`src/rtl/core/cwlr_pkg.sv`:
```
// cwlr_pkg: shared types and constants of the clipped wide-line rasterizer
// used by the channel interfaces and the rasterizer top level
`default_nettype none
package cwlr_pkg;
	localparam int LAYER_W_DEF = 320;
	localparam int LAYER_H_DEF = 480;
	localparam int FRAC_BITS   = 8;
	localparam logic [10:0] PITCH_RESET = 11'd320;

	localparam logic CMD_START = 1'b0;
	localparam logic CMD_STEP  = 1'b1;

	typedef logic signed [15:0] in_coord_t;
	typedef logic signed [17:0] coord_t;
	typedef logic [10:0] pitch_t;
	typedef logic [18:0] addr_t;
	typedef logic [6:0]  width_t;
	typedef logic [7:0]  color_t;
endpackage
`default_nettype wire

```
`src/rtl/core/cwlr_if.sv`:
```
// cwlr channel interfaces: command request, span result and pitch write
// depends on cwlr_pkg
`default_nettype none
interface cwlr_cmd_if;
	logic                valid;
	logic                ready;
	logic                command;
	cwlr_pkg::in_coord_t start_x;
	cwlr_pkg::in_coord_t start_y;
	cwlr_pkg::in_coord_t end_x;
	cwlr_pkg::in_coord_t end_y;
	cwlr_pkg::color_t    pixel_color;
	cwlr_pkg::width_t    line_width;
	modport source (output valid, command, start_x, start_y, end_x, end_y, pixel_color,
		line_width, input ready);
	modport sink (input valid, command, start_x, start_y, end_x, end_y, pixel_color,
		line_width, output ready);
endinterface

interface cwlr_span_if;
	logic             valid;
	logic             ready;
	cwlr_pkg::addr_t  span_address;
	cwlr_pkg::width_t span_length;
	logic             span_vertical;
	cwlr_pkg::color_t span_color;
	logic             span_last;
	modport source (output valid, span_address, span_length, span_vertical, span_color,
		span_last, input ready);
	modport sink (input valid, span_address, span_length, span_vertical, span_color,
		span_last, output ready);
endinterface

interface cwlr_cfg_if;
	logic             valid;
	logic             ready;
	cwlr_pkg::pitch_t line_pitch;
	modport source (output valid, line_pitch, input ready);
	modport sink (input valid, line_pitch, output ready);
endinterface
`default_nettype wire

```
`src/rtl/core/clipped_wide_line_rasterizer.sv`:
```
// clipped_wide_line_rasterizer: wide-line clipper and fixed-point dda span generator
// depends on cwlr_pkg and the channel interfaces in cwlr_if.sv
//
// Usage: a start request (command 0) carries two endpoints, a color and a width.
// The block offsets the endpoints by half the width, clips them against the layer
// one edge at a time and loads a dda. Each step request (command 1) returns one
// span on the span channel; a step with no line active returns nothing.
// After it is accepted, a start request keeps the block busy: an offset step,
// then every clip edge that cuts and the final slope go through one shared
// multiplier and a 38-bit restoring divider, one quotient bit a cycle; an edge
// that does not cut moves on without the divider. cmd.ready is low while busy.
// A step request is accepted whenever the block is idle and the span output
// register is empty or being drained, so spans stream one per cycle while the
// receiver takes them, each in the output register in the cycle after its request.
// If the receiver stalls, the span stays in its output register and cmd.ready
// drops until it is taken. The pitch register is written on cfg at any time
// (cfg.ready is always high) and should only change while the block is idle.
// After reset: no line is active, pitch is 320, width 1, color 0.
`default_nettype none
module clipped_wide_line_rasterizer #(
	parameter int LAYER_W = cwlr_pkg::LAYER_W_DEF,
	parameter int LAYER_H = cwlr_pkg::LAYER_H_DEF
) (
	input  wire logic  clk,
	input  wire logic  arst_n,
	cwlr_cmd_if.sink   cmd,
	cwlr_cfg_if.sink   cfg,
	cwlr_span_if.source span
);
	import cwlr_pkg::*;

	localparam int DIV_W = 38;
	localparam int CNT_W = $clog2(DIV_W);
	localparam coord_t XM_BASE = coord_t'(LAYER_W - 1);
	localparam coord_t YM_BASE = coord_t'(LAYER_H - 1);

	typedef enum logic [2:0] {
		ST_IDLE, ST_OFFS, ST_EDGE, ST_MUL, ST_DINIT, ST_DIV, ST_WB, ST_SLOPE
	} state_t;

	state_t state_q;
	pitch_t pitch_q;
	coord_t x1_q, y1_q, x2_q, y2_q;
	width_t w_q;
	color_t color_q;
	logic [1:0] edge_q;
	logic tgt_q, slope_q;
	logic signed [18:0] op_a_q, op_b_q, den_q;
	coord_t add_q;
	logic signed [37:0] prod_q;
	logic [DIV_W-1:0] mag_q;
	logic [19:0] rem_q;
	logic [18:0] dmag_q;
	logic neg_q;
	logic [CNT_W-1:0] cnt_q;

	logic [9:0] steps_q;
	logic majx_q, dir_q;
	logic signed [19:0] minor_pos_q;
	logic [10:0] major_pos_q;
	logic signed [17:0] minor_inc_q;

	logic out_valid_q;
	addr_t out_addr_q;
	width_t out_len_q;
	logic out_vert_q, out_last_q;
	color_t out_color_q;

	// combinational helpers
	logic cmd_acc, out_load, out_free;
	width_t w_in;
	logic signed [18:0] dx, dy, c1, c2, pq, o1, o2;
	logic [18:0] adx, ady;
	logic axis, out1, out2;
	coord_t bnd, xm, ym;
	logic [19:0] rem_sh;
	logic signed [37:0] qs;
	logic [11:0] minor_int, row, col;
	logic [22:0] addr_full;

	function automatic logic [18:0] abs19(input logic signed [18:0] v);
		return v[18] ? 19'(-v) : 19'(v);
	endfunction

	assign out_free = !out_valid_q || span.ready;
	assign cmd.ready = (state_q == ST_IDLE) && out_free;
	assign cfg.ready = 1'b1;
	assign cmd_acc = cmd.valid && cmd.ready;
	assign out_load = cmd_acc && (cmd.command == CMD_STEP) && (steps_q != 10'd0);

	always_comb begin
		if (cmd.line_width == 7'd0) begin
			w_in = 7'd1;
		end else if (cmd.line_width > 7'd64) begin
			w_in = 7'd64;
		end else begin
			w_in = cmd.line_width;
		end
	end

	assign dx = 19'(x2_q) - 19'(x1_q);
	assign dy = 19'(y2_q) - 19'(y1_q);
	assign adx = abs19(dx);
	assign ady = abs19(dy);
	assign xm = XM_BASE - coord_t'(w_q);
	assign ym = YM_BASE - coord_t'(w_q);

	// edge setup: axis 0 is x, odd edges are the upper bounds
	assign axis = edge_q[1];
	assign bnd = edge_q[0] ? (axis ? ym : xm) : coord_t'(0);
	assign c1 = 19'(axis ? y1_q : x1_q) - 19'(bnd);
	assign c2 = 19'(axis ? y2_q : x2_q) - 19'(bnd);
	assign pq = c2 - c1;
	assign o1 = 19'(axis ? x1_q : y1_q);
	assign o2 = 19'(axis ? x2_q : y2_q);
	assign out1 = edge_q[0] ? (c1 > 19'sd0) : c1[18];
	assign out2 = edge_q[0] ? (c2 > 19'sd0) : c2[18];

	assign rem_sh = {rem_q[18:0], mag_q[DIV_W-1]};
	assign qs = (den_q == 19'sd0) ? 38'sd0 : (neg_q ? -$signed(mag_q) : $signed(mag_q));

	assign minor_int = minor_pos_q[19] ? 12'd0 : minor_pos_q[19:8];
	assign row = majx_q ? minor_int : {1'b0, major_pos_q};
	assign col = majx_q ? {1'b0, major_pos_q} : minor_int;
	assign addr_full = 23'(row) * 23'(pitch_q) + 23'(col);

	always_ff @(posedge clk or negedge arst_n) begin
		if (!arst_n) begin
			pitch_q <= PITCH_RESET;
		end else if (cfg.valid && cfg.ready) begin
			pitch_q <= cfg.line_pitch;
		end
	end

	always_ff @(posedge clk or negedge arst_n) begin
		if (!arst_n) begin
			state_q <= ST_IDLE;
			steps_q <= 10'd0;
			majx_q <= 1'b0;
			dir_q <= 1'b0;
			minor_pos_q <= '0;
			major_pos_q <= '0;
			minor_inc_q <= '0;
			color_q <= '0;
			w_q <= 7'd1;
			out_valid_q <= 1'b0;
			edge_q <= '0;
			slope_q <= 1'b0;
			cnt_q <= '0;
		end else begin
			if (out_load) begin
				out_valid_q <= 1'b1;
			end else if (span.ready) begin
				out_valid_q <= 1'b0;
			end
			unique case (state_q)
				ST_IDLE: begin
					if (cmd_acc && cmd.command == CMD_START) begin
						x1_q <= coord_t'(cmd.start_x);
						y1_q <= coord_t'(cmd.start_y);
						x2_q <= coord_t'(cmd.end_x);
						y2_q <= coord_t'(cmd.end_y);
						w_q <= w_in;
						color_q <= cmd.pixel_color;
						steps_q <= 10'd0;
						state_q <= ST_OFFS;
					end else if (out_load) begin
						out_addr_q <= addr_full[18:0];
						out_len_q <= w_q;
						out_vert_q <= majx_q;
						out_color_q <= color_q;
						out_last_q <= (steps_q == 10'd1);
						minor_pos_q <= minor_pos_q + 20'(minor_inc_q);
						major_pos_q <= dir_q ? major_pos_q - 11'd1 : major_pos_q + 11'd1;
						steps_q <= steps_q - 10'd1;
					end
				end
				ST_OFFS: begin
					if (adx < ady) begin
						x1_q <= x1_q - coord_t'(w_q[6:1]);
						x2_q <= x2_q - coord_t'(w_q[6:1]);
					end else begin
						y1_q <= y1_q - coord_t'(w_q[6:1]);
						y2_q <= y2_q - coord_t'(w_q[6:1]);
					end
					edge_q <= 2'd0;
					slope_q <= 1'b0;
					state_q <= ST_EDGE;
				end
				ST_EDGE: begin
					if (out1 && out2) begin
						state_q <= ST_IDLE;
					end else if (out1 || out2) begin
						tgt_q <= !out1;
						op_a_q <= out1 ? o1 - o2 : o2 - o1;
						op_b_q <= out1 ? c2 : c1;
						den_q <= out1 ? pq : -pq;
						add_q <= out1 ? o2[17:0] : o1[17:0];
						// move the outside endpoint onto the edge
						if (out1) begin
							if (axis) y1_q <= bnd;
							else x1_q <= bnd;
						end else begin
							if (axis) y2_q <= bnd;
							else x2_q <= bnd;
						end
						state_q <= ST_MUL;
					end else if (edge_q == 2'd3) begin
						state_q <= ST_SLOPE;
					end else begin
						edge_q <= edge_q + 2'd1;
					end
				end
				ST_MUL: begin
					prod_q <= op_a_q * op_b_q;
					state_q <= ST_DINIT;
				end
				ST_DINIT: begin
					mag_q <= prod_q[37] ? DIV_W'(-prod_q) : DIV_W'(prod_q);
					neg_q <= prod_q[37] ^ den_q[18];
					dmag_q <= abs19(den_q);
					rem_q <= '0;
					cnt_q <= '0;
					state_q <= ST_DIV;
				end
				ST_DIV: begin
					if (rem_sh >= {1'b0, dmag_q}) begin
						rem_q <= rem_sh - {1'b0, dmag_q};
						mag_q <= {mag_q[DIV_W-2:0], 1'b1};
					end else begin
						rem_q <= rem_sh;
						mag_q <= {mag_q[DIV_W-2:0], 1'b0};
					end
					cnt_q <= cnt_q + CNT_W'(1);
					if (cnt_q == CNT_W'(DIV_W - 1)) begin
						state_q <= ST_WB;
					end
				end
				ST_WB: begin
					if (slope_q) begin
						minor_inc_q <= qs[17:0];
						steps_q <= den_q[9:0];
						state_q <= ST_IDLE;
					end else begin
						if (tgt_q) begin
							// the other axis of the endpoint moved onto the edge
							if (axis) x2_q <= qs[17:0] + add_q;
							else y2_q <= qs[17:0] + add_q;
						end else begin
							if (axis) x1_q <= qs[17:0] + add_q;
							else y1_q <= qs[17:0] + add_q;
						end
						if (edge_q == 2'd3) begin
							state_q <= ST_SLOPE;
						end else begin
							edge_q <= edge_q + 2'd1;
							state_q <= ST_EDGE;
						end
					end
				end
				ST_SLOPE: begin
					slope_q <= 1'b1;
					op_b_q <= 19'sd256;
					if (adx < ady) begin
						majx_q <= 1'b0;
						op_a_q <= dx;
						den_q <= $signed(ady);
						minor_pos_q <= {x1_q[11:0], 8'd0};
						major_pos_q <= y1_q[10:0];
						dir_q <= y2_q < y1_q;
					end else begin
						majx_q <= 1'b1;
						op_a_q <= dy;
						den_q <= (adx == 19'd0) ? 19'sd1 : $signed(adx);
						minor_pos_q <= {y1_q[11:0], 8'd0};
						major_pos_q <= x1_q[10:0];
						dir_q <= x2_q < x1_q;
					end
					state_q <= ST_MUL;
				end
				default: state_q <= ST_IDLE;
			endcase
		end
	end

	assign span.valid = out_valid_q;
	assign span.span_address = out_addr_q;
	assign span.span_length = out_len_q;
	assign span.span_vertical = out_vert_q;
	assign span.span_color = out_color_q;
	assign span.span_last = out_last_q;

	a_busy_not_ready: assert property (@(posedge clk) disable iff (!arst_n)
		(state_q != ST_IDLE) |-> !cmd.ready) else $error("request taken while busy");
	a_start_kills_line: assert property (@(posedge clk) disable iff (!arst_n)
		(cmd_acc && cmd.command == CMD_START) |=> (steps_q == 10'd0))
		else $error("start left a line active");
	a_last_ends_line: assert property (@(posedge clk) disable iff (!arst_n)
		(out_load && steps_q == 10'd1) |=> (steps_q == 10'd0 && out_last_q))
		else $error("last span did not end the line");
endmodule
`default_nettype wire
```
`src/flat_wrapper.sv`:
```
// flat-port wrapper written by rule: the top's interface ports become plain ports
module clipped_wide_line_rasterizer_flat import cwlr_pkg::*;
#(
	parameter int LAYER_W = cwlr_pkg::LAYER_W_DEF,
	parameter int LAYER_H = cwlr_pkg::LAYER_H_DEF
)
  (clk, arst_n, cmd_valid, cmd_command, cmd_start_x, cmd_start_y, cmd_end_x, cmd_end_y, cmd_pixel_color, cmd_line_width, cmd_ready, cfg_valid, cfg_line_pitch, cfg_ready, span_valid, span_span_address, span_span_length, span_span_vertical, span_span_color, span_span_last, span_ready);
  cwlr_cmd_if cmd_i ();
  cwlr_cfg_if cfg_i ();
  cwlr_span_if span_i ();
  input  wire logic clk;
  input  wire logic arst_n;
  input wire logic [$bits(cmd_i.valid)-1:0] cmd_valid;
  input wire logic [$bits(cmd_i.command)-1:0] cmd_command;
  input wire logic [$bits(cmd_i.start_x)-1:0] cmd_start_x;
  input wire logic [$bits(cmd_i.start_y)-1:0] cmd_start_y;
  input wire logic [$bits(cmd_i.end_x)-1:0] cmd_end_x;
  input wire logic [$bits(cmd_i.end_y)-1:0] cmd_end_y;
  input wire logic [$bits(cmd_i.pixel_color)-1:0] cmd_pixel_color;
  input wire logic [$bits(cmd_i.line_width)-1:0] cmd_line_width;
  output wire logic [$bits(cmd_i.ready)-1:0] cmd_ready;
  input wire logic [$bits(cfg_i.valid)-1:0] cfg_valid;
  input wire logic [$bits(cfg_i.line_pitch)-1:0] cfg_line_pitch;
  output wire logic [$bits(cfg_i.ready)-1:0] cfg_ready;
  output wire logic [$bits(span_i.valid)-1:0] span_valid;
  output wire logic [$bits(span_i.span_address)-1:0] span_span_address;
  output wire logic [$bits(span_i.span_length)-1:0] span_span_length;
  output wire logic [$bits(span_i.span_vertical)-1:0] span_span_vertical;
  output wire logic [$bits(span_i.span_color)-1:0] span_span_color;
  output wire logic [$bits(span_i.span_last)-1:0] span_span_last;
  input wire logic [$bits(span_i.ready)-1:0] span_ready;
  assign cmd_i.valid = cmd_valid;
  assign cmd_i.command = cmd_command;
  assign cmd_i.start_x = cmd_start_x;
  assign cmd_i.start_y = cmd_start_y;
  assign cmd_i.end_x = cmd_end_x;
  assign cmd_i.end_y = cmd_end_y;
  assign cmd_i.pixel_color = cmd_pixel_color;
  assign cmd_i.line_width = cmd_line_width;
  assign cmd_ready = cmd_i.ready;
  assign cfg_i.valid = cfg_valid;
  assign cfg_i.line_pitch = cfg_line_pitch;
  assign cfg_ready = cfg_i.ready;
  assign span_valid = span_i.valid;
  assign span_span_address = span_i.span_address;
  assign span_span_length = span_i.span_length;
  assign span_span_vertical = span_i.span_vertical;
  assign span_span_color = span_i.span_color;
  assign span_span_last = span_i.span_last;
  assign span_i.ready = span_ready;
  clipped_wide_line_rasterizer #(.LAYER_W(LAYER_W), .LAYER_H(LAYER_H)) u_core (.clk(clk), .arst_n(arst_n), .cmd(cmd_i), .cfg(cfg_i), .span(span_i));
endmodule
```
`config.mk`:
```
export PLATFORM = sky130hd
export DESIGN_NAME = clipped_wide_line_rasterizer_flat
export DESIGN_NICKNAME = d
export VERILOG_FILES = /design/src/rtl/core/cwlr_pkg.sv /design/src/rtl/core/cwlr_if.sv /design/src/rtl/core/clipped_wide_line_rasterizer.sv /design/src/flat_wrapper.sv
export SDC_FILE = /design/constraint.sdc
export NUM_CORES = 2
export LEC_CHECK = 0
export CAP_MARGIN = 0
export CORE_MARGIN = 3
export CORE_UTILIZATION = 55
export CTS_CLUSTER_DIAMETER = 80
export DETAILED_ROUTE_END_ITERATION = 6
export DONT_BUFFER_PORTS = 1
export PLACE_DENSITY = 0.7
export REMOVE_ABC_BUFFERS = 1
export SYNTH_ARGS = -nofsm -noshare
export SYNTH_HDL_FRONTEND = slang
export SYNTH_SLANG_ARGS = --single-unit
```
`constraint.sdc`:
```
create_clock -name clk -period 11.3 [get_ports clk]
set_clock_uncertainty 0.2 [all_clocks]
set_input_delay 3.39 -clock clk [delete_from_list [all_inputs] [get_ports clk]]
set_output_delay 3.39 -clock clk [all_outputs]
set_load 0.02 [all_outputs]
```
==> After elaboration in Yosys (flattened, before gate mapping) <==
Index checks and enable logic that the tools add are counted.
{ "totals": {"regBits": 399, "wordCells": 252, "out_inout_bits": 39, "input_bits": 96} }
{ "classes": {"order_cmp": 7, "bitwise_logic": 4, "muxes": 107, "eq_ne": 31, "reduce_logical": 39, "n_mul": 2, "add_sub_neg": 28} }
{ "ops": {"columns": ["op", "n"], "rows": [
  ["18-bit 2-to-1 mux", 38],
  ["19-bit 2-to-1 mux", 19],
  ["18-bit one-hot mux with 4 select lines", 4],
  ["19-bit one-hot mux with 2 select lines", 4],
  ["19-bit negator", 4],
  ["38-bit one-hot mux with 2 select lines", 1],
  ["19-bit subtractor", 4],
  ["18-bit by 7-bit subtractor with 18-bit output", 4],
  ["20-bit 2-to-1 mux", 3],
  ["11-bit 2-to-1 mux", 5],
  ["11-bit AND reduction", 4],
  ["20-bit one-hot mux with 2 select lines", 1],
  ["19-bit by 1-bit > comparator with 1-bit output, second input constant", 2],
  ["19-bit zero test", 2],
  ["19-bit by 19-bit multiplier with 38-bit output", 1],
  ["38-bit 2-to-1 mux", 1],
  ["38-bit negator", 1],
  ["18-bit by 18-bit subtractor with 19-bit output", 2],
  ["19-bit by 18-bit subtractor with 19-bit output", 2],
  ["18-bit < comparator", 2],
  ["10-bit 2-to-1 mux", 3],
  ["12-bit 2-to-1 mux", 2],
  ["3-bit one-hot mux with 8 select lines", 1],
  ["11-bit one-hot mux with 2 select lines", 1],
  ["46 further kinds", 107]
]} }

==> Longest topological paths before layout <==
{ "depth": {"depth_word": 10, "ltp_mapped": 28, "depth_no_buf": 27} }

==> Worst setup path before layout <==
No wires, ideal clock.
{ "synth_timing": {"path_kind": "input to output", "startpoint": "input span_ready", "endpoint": "output cmd_ready", "t_required_ns": 7.710, "slack_ns": 3.616, "path_buffers": 0, "stages": 2, "arrival_time_ns": 4.094, "cell_sequence": "nor2b_1 -> nor4_1"} }
{ "synth_via": {"elab_chain_cells": 2} }
{ "synth_lines": {"columns": ["element", "line_no", "rtl"], "rows": [
  ["start, declared", "flat_wrapper.sv:31", "input wire logic [$bits(span_i.ready)-1:0] span_ready;"],
  ["1-bit logical OR", "clipped_wide_line_rasterizer.sv:85", "assign out_free = !out_valid_q || span.ready;"],
  ["1-bit logical AND", "clipped_wide_line_rasterizer.sv:86", "assign cmd.ready = (state_q == ST_IDLE) && out_free;"],
  ["end, declared", "flat_wrapper.sv:21", "output wire logic [$bits(cmd_i.ready)-1:0] cmd_ready;"]
]} }
Every way passes these cells.

==> Worst setup path in the final report <==
{ "layout_timing": {"startpoint": "register u_core.op_a_q[18]", "endpoint": "register u_core.prod_q[37], data pin"} }
{ "layout_via": {"elab_chain_cells": 1} }
{ "layout_lines": {"columns": ["element", "line_no", "rtl"], "rows": [
  ["start, declared", "clipped_wide_line_rasterizer.sv:48", "logic signed [18:0] op_a_q, op_b_q, den_q;"],
  ["start signal, assigned", "clipped_wide_line_rasterizer.sv:195", "op_a_q <= out1 ? o1 - o2 : o2 - o1;"],
  ["start signal, assigned", "clipped_wide_line_rasterizer.sv:273", "op_a_q <= dy;"],
  ["19-bit by 19-bit multiplier with 38-bit output", "clipped_wide_line_rasterizer.sv:215", "prod_q <= op_a_q * op_b_q;"],
  ["end signal, assigned", "clipped_wide_line_rasterizer.sv:215", null],
  ["end, declared", "clipped_wide_line_rasterizer.sv:50", "logic signed [37:0] prod_q;"]
]} }
Every way passes these cells.
A chain may end at the register's enable or synchronous reset.

==> out/qor.txt <==
CTS tree = done
Area Overhead vs Synth = 5.606%
Largest net degree at the start of global routing = 106
Cell mode on critical path = fa_1
Mapped cell area = 48560 sq um
Layout filler cell count = 7667
Setup TNS = 0 ns
HP Start = u_core.color_q[1]$_DFFE_PN0P_
CP peak stage delay = 0.76 ns
Initial Util = 0.5572
Hold Path Stages = 0
Via count = 38420
Worst-Margin Slew = 1.226 ns
Most common cell in the netlist = inv_1
Syn_area_per_cell = 9.079 sq um
Hold Vio Cnt, Final = 0
Final ANT Viol Nets = 0
R2R Path End = u_core.prod_q[37]$_DFFE_PP_
Max Fanout on Critical Path = 19
Hold slack = 0.2439 ns
Commonest cells in the netlist = inv_1 (656), nand2_1 (522), fa_1 (473), ha_1 (387), nor2_1 (382)
Clk Tree Root Cell = clkbuf_16
Critical path arrival = 8.65 ns
CTS Buf Count = 52
Rows = 108
Hold WC Path Type = reg2reg
First-pass GRT wire length = 214400 um
EDFF count, synth = 299
Hold-fix buffers, CTS = 0
Drc violations = 0
Peak Freq = 117.9 MHz
Synth top area share = 0.1950
CTS Buffer Depth = 3
Worst Path Required = 11.47 ns
RePlAce Congestion = 1.007
CTS H-Tree Depth = 2
Yosys reg bits = 399
Number of global-route vias before repair = 38000
Top Ports = 135
Post-place setup slack = 3.036 ns
Reg clk slew, reported paths = 0.06 ns
Worst path slowest cell = edfxtp_1
Top cells by area, synth = fa_1 (19%), edfxtp_1 (18%), ha_1 (10%)
Seq/Total Area, Yosys = 0.2365
GRT Overall Usage = 0.3007
Crit path max-delay family = adder cells
CP Class = reg2reg
Tmin final = 8.483 ns
Die height = 303.1 um
First-pass DRT Iterations = 6
Final worst-path cycle share = 0.7507
# port buffers = 0
Buf/Inv on CP = 3
Setup WS post-layout = 2.817 ns
Top FF cell, synth = edfxtp_1
Max-cap viol count = 0
Max Slew Vio Count = 0
Initial drt markers = 3391
Slew HR = 0.1740
Dpl hpwl = 107400 um
Layout cells sized above 1 = 0.04367
Post-synthesis cell type count = 86
Congestion Overflow GR = 0
Nets = 6183
Via density = 5.979
RSZ-0062 raised after global routing = no
DIE AREA = 91900 sq um
Total clock sinks = 399
Final setup vio count = 0
Worst-case reg-to-reg path depth = 23
Die Width = 303.1 um
Post-DR wirelength/cell = 21.25 um
Startpoint Class = flop
Wirelength, routed = 136500 um
Post-Syn Instances = 5349
Crit. End Element = flop
Yosys top cell by area = fa_1
Core ar. = 87160 sq um
Synth warn = 0
Critical path cell sequence = nand2_1 -> fa_1 -> inv_1 -> fa_1 -> inv_1 -> fa_1 -> inv_1 -> fa_1 -> fa_1 -> fa_1 -> ha_1 -> ha_1 -> a21o_1 -> a21o_1 -> a2111oi_0 -> o21ai_0 -> a31oi_1 -> o21ai_0 -> a41oi_1 -> a21oi_1 -> a21o_1 -> a21oi_1 -> xnor2_1
Async S/R FF share, synth = 0.2506
Worst hold endpoint = u_core.span.span_color[1]$_DFFE_PP_
Outcome = complete, no violations
Setup repair bufs after CTS = 0
Antenna violations before repair = 3
R2r startpoint = u_core.op_a_q[18]$_DFFE_PP_
Reg2Reg Setup Slack = 2.82 ns
Post-cts gate resize count = 0
Worst-Skew Late Latency = 0.65 ns
-- cell families (layout without fill, tap and decap cells) --
group	count (synthesis)	count (layout)	share of synthesized area
XOR/XNOR	369	369	0.06655
AO/OA/AOI/OAI	1048	1048	0.1374
other	1	4	0.00007722
adder cells (fa/ha/maj)	860	860	0.2947
AND/OR/NAND/NOR	1638	1638	0.1621
multiplexers	159	159	0.03406
flip-flops	399	399	0.2365
buffers and inverters	875	793	0.06859
-- registers in the layout, summed over array words and instances (netlist names), 19 cells and up --
name and count:
u_core.mag_q 38, u_core.op_a_q 19, u_core.rem_q 19, u_core.minor_pos_q 20, u_core.prod_q 38, u_core.dmag_q 19, u_core.op_b_q 19, u_core.span.span_address 19
u_core.den_q 19
-- cells in the final DEF (no fill, tap or decap), types with 57 or more instances in the layout --
cell       netlist  layout
dfrtp_1         97      96
o31ai_1         61      61
nor2b_1         62      62
inv_1          656     656
nand3_1         76      74
nand2_1        522     522
xnor2_1        229     229
edfxtp_1       299     299
o21ai_0        253     253
nor3_1         101     100
and2_1         272     272
a21oi_1        286     286
xor2_1         140     140
a21o_1          74      73
nor2_1         382     377
clkbuf_16        0      57
fa_1           473     473
mux2i_1        109     109
ha_1           387     387
-- per-layer routing --
metal  global-route usage  vias to the layer above  wire (um)
li1                     -                    17860          -
met1               0.4135                    18760      57860
met2               0.4780                     1494      61650
met3              0.04544                      297      10470
met4               0.1243                        0       6517
met5                    0                        -          0
-- area by class of cell --
type	instances	area [sq um]	share of cell area
Sequential cell	399	11490	0.2240
Clock inverter	30	262.8	0.005123
Multi-Input combinational cell	4075	33820	0.6595
Clock buffer	64	1473	0.02871
Timing Repair Buffer	42	315.3	0.006148
Inverter	657	2471	0.04818
Tap cell	1155	1445	0.02818
Antenna cell	3	7.507	0.0001464
-- through the flow --
stage / util / area (sq um) / instances
after floorplan: - / 47700 / 5131
after global placement: 0.5683 / 49540 / 6328
after detailed placement: 0.5683 / 49540 / 6328
after CTS: 0.5882 / 51270 / 6422
after global routing: 0.5884 / 51280 / 6423
final: 0.5884 / 51290 / 6425
-- worst max-delay path by stage --
stage / from / to / slack (ns) / depth (start not counted)
2_1_floorplan: u_core.edge_q[1]$_DFFE_PN0P_ / u_core.den_q[0]$_DFFE_PP_ / 1.99 / 12
3_3_place_gp: u_core.op_a_q[18]$_DFFE_PP_ / u_core.prod_q[37]$_DFFE_PP_ / 3.30 / 19
3_5_place_dp: u_core.op_a_q[18]$_DFFE_PP_ / u_core.prod_q[37]$_DFFE_PP_ / 3.04 / 23
4_1_cts: u_core.op_a_q[18]$_DFFE_PP_ / u_core.prod_q[37]$_DFFE_PP_ / 3.02 / 23
5_1_grt: u_core.op_a_q[18]$_DFFE_PP_ / u_core.prod_q[37]$_DFFE_PP_ / 2.38 / 23
6_report: u_core.op_a_q[18]$_DFFE_PP_ / u_core.prod_q[37]$_DFFE_PP_ / 2.82 / 23
Power is left out: the tool's default activity adds up to more than one toggle a clock period on the data nets, which glitch-free logic cannot reach.
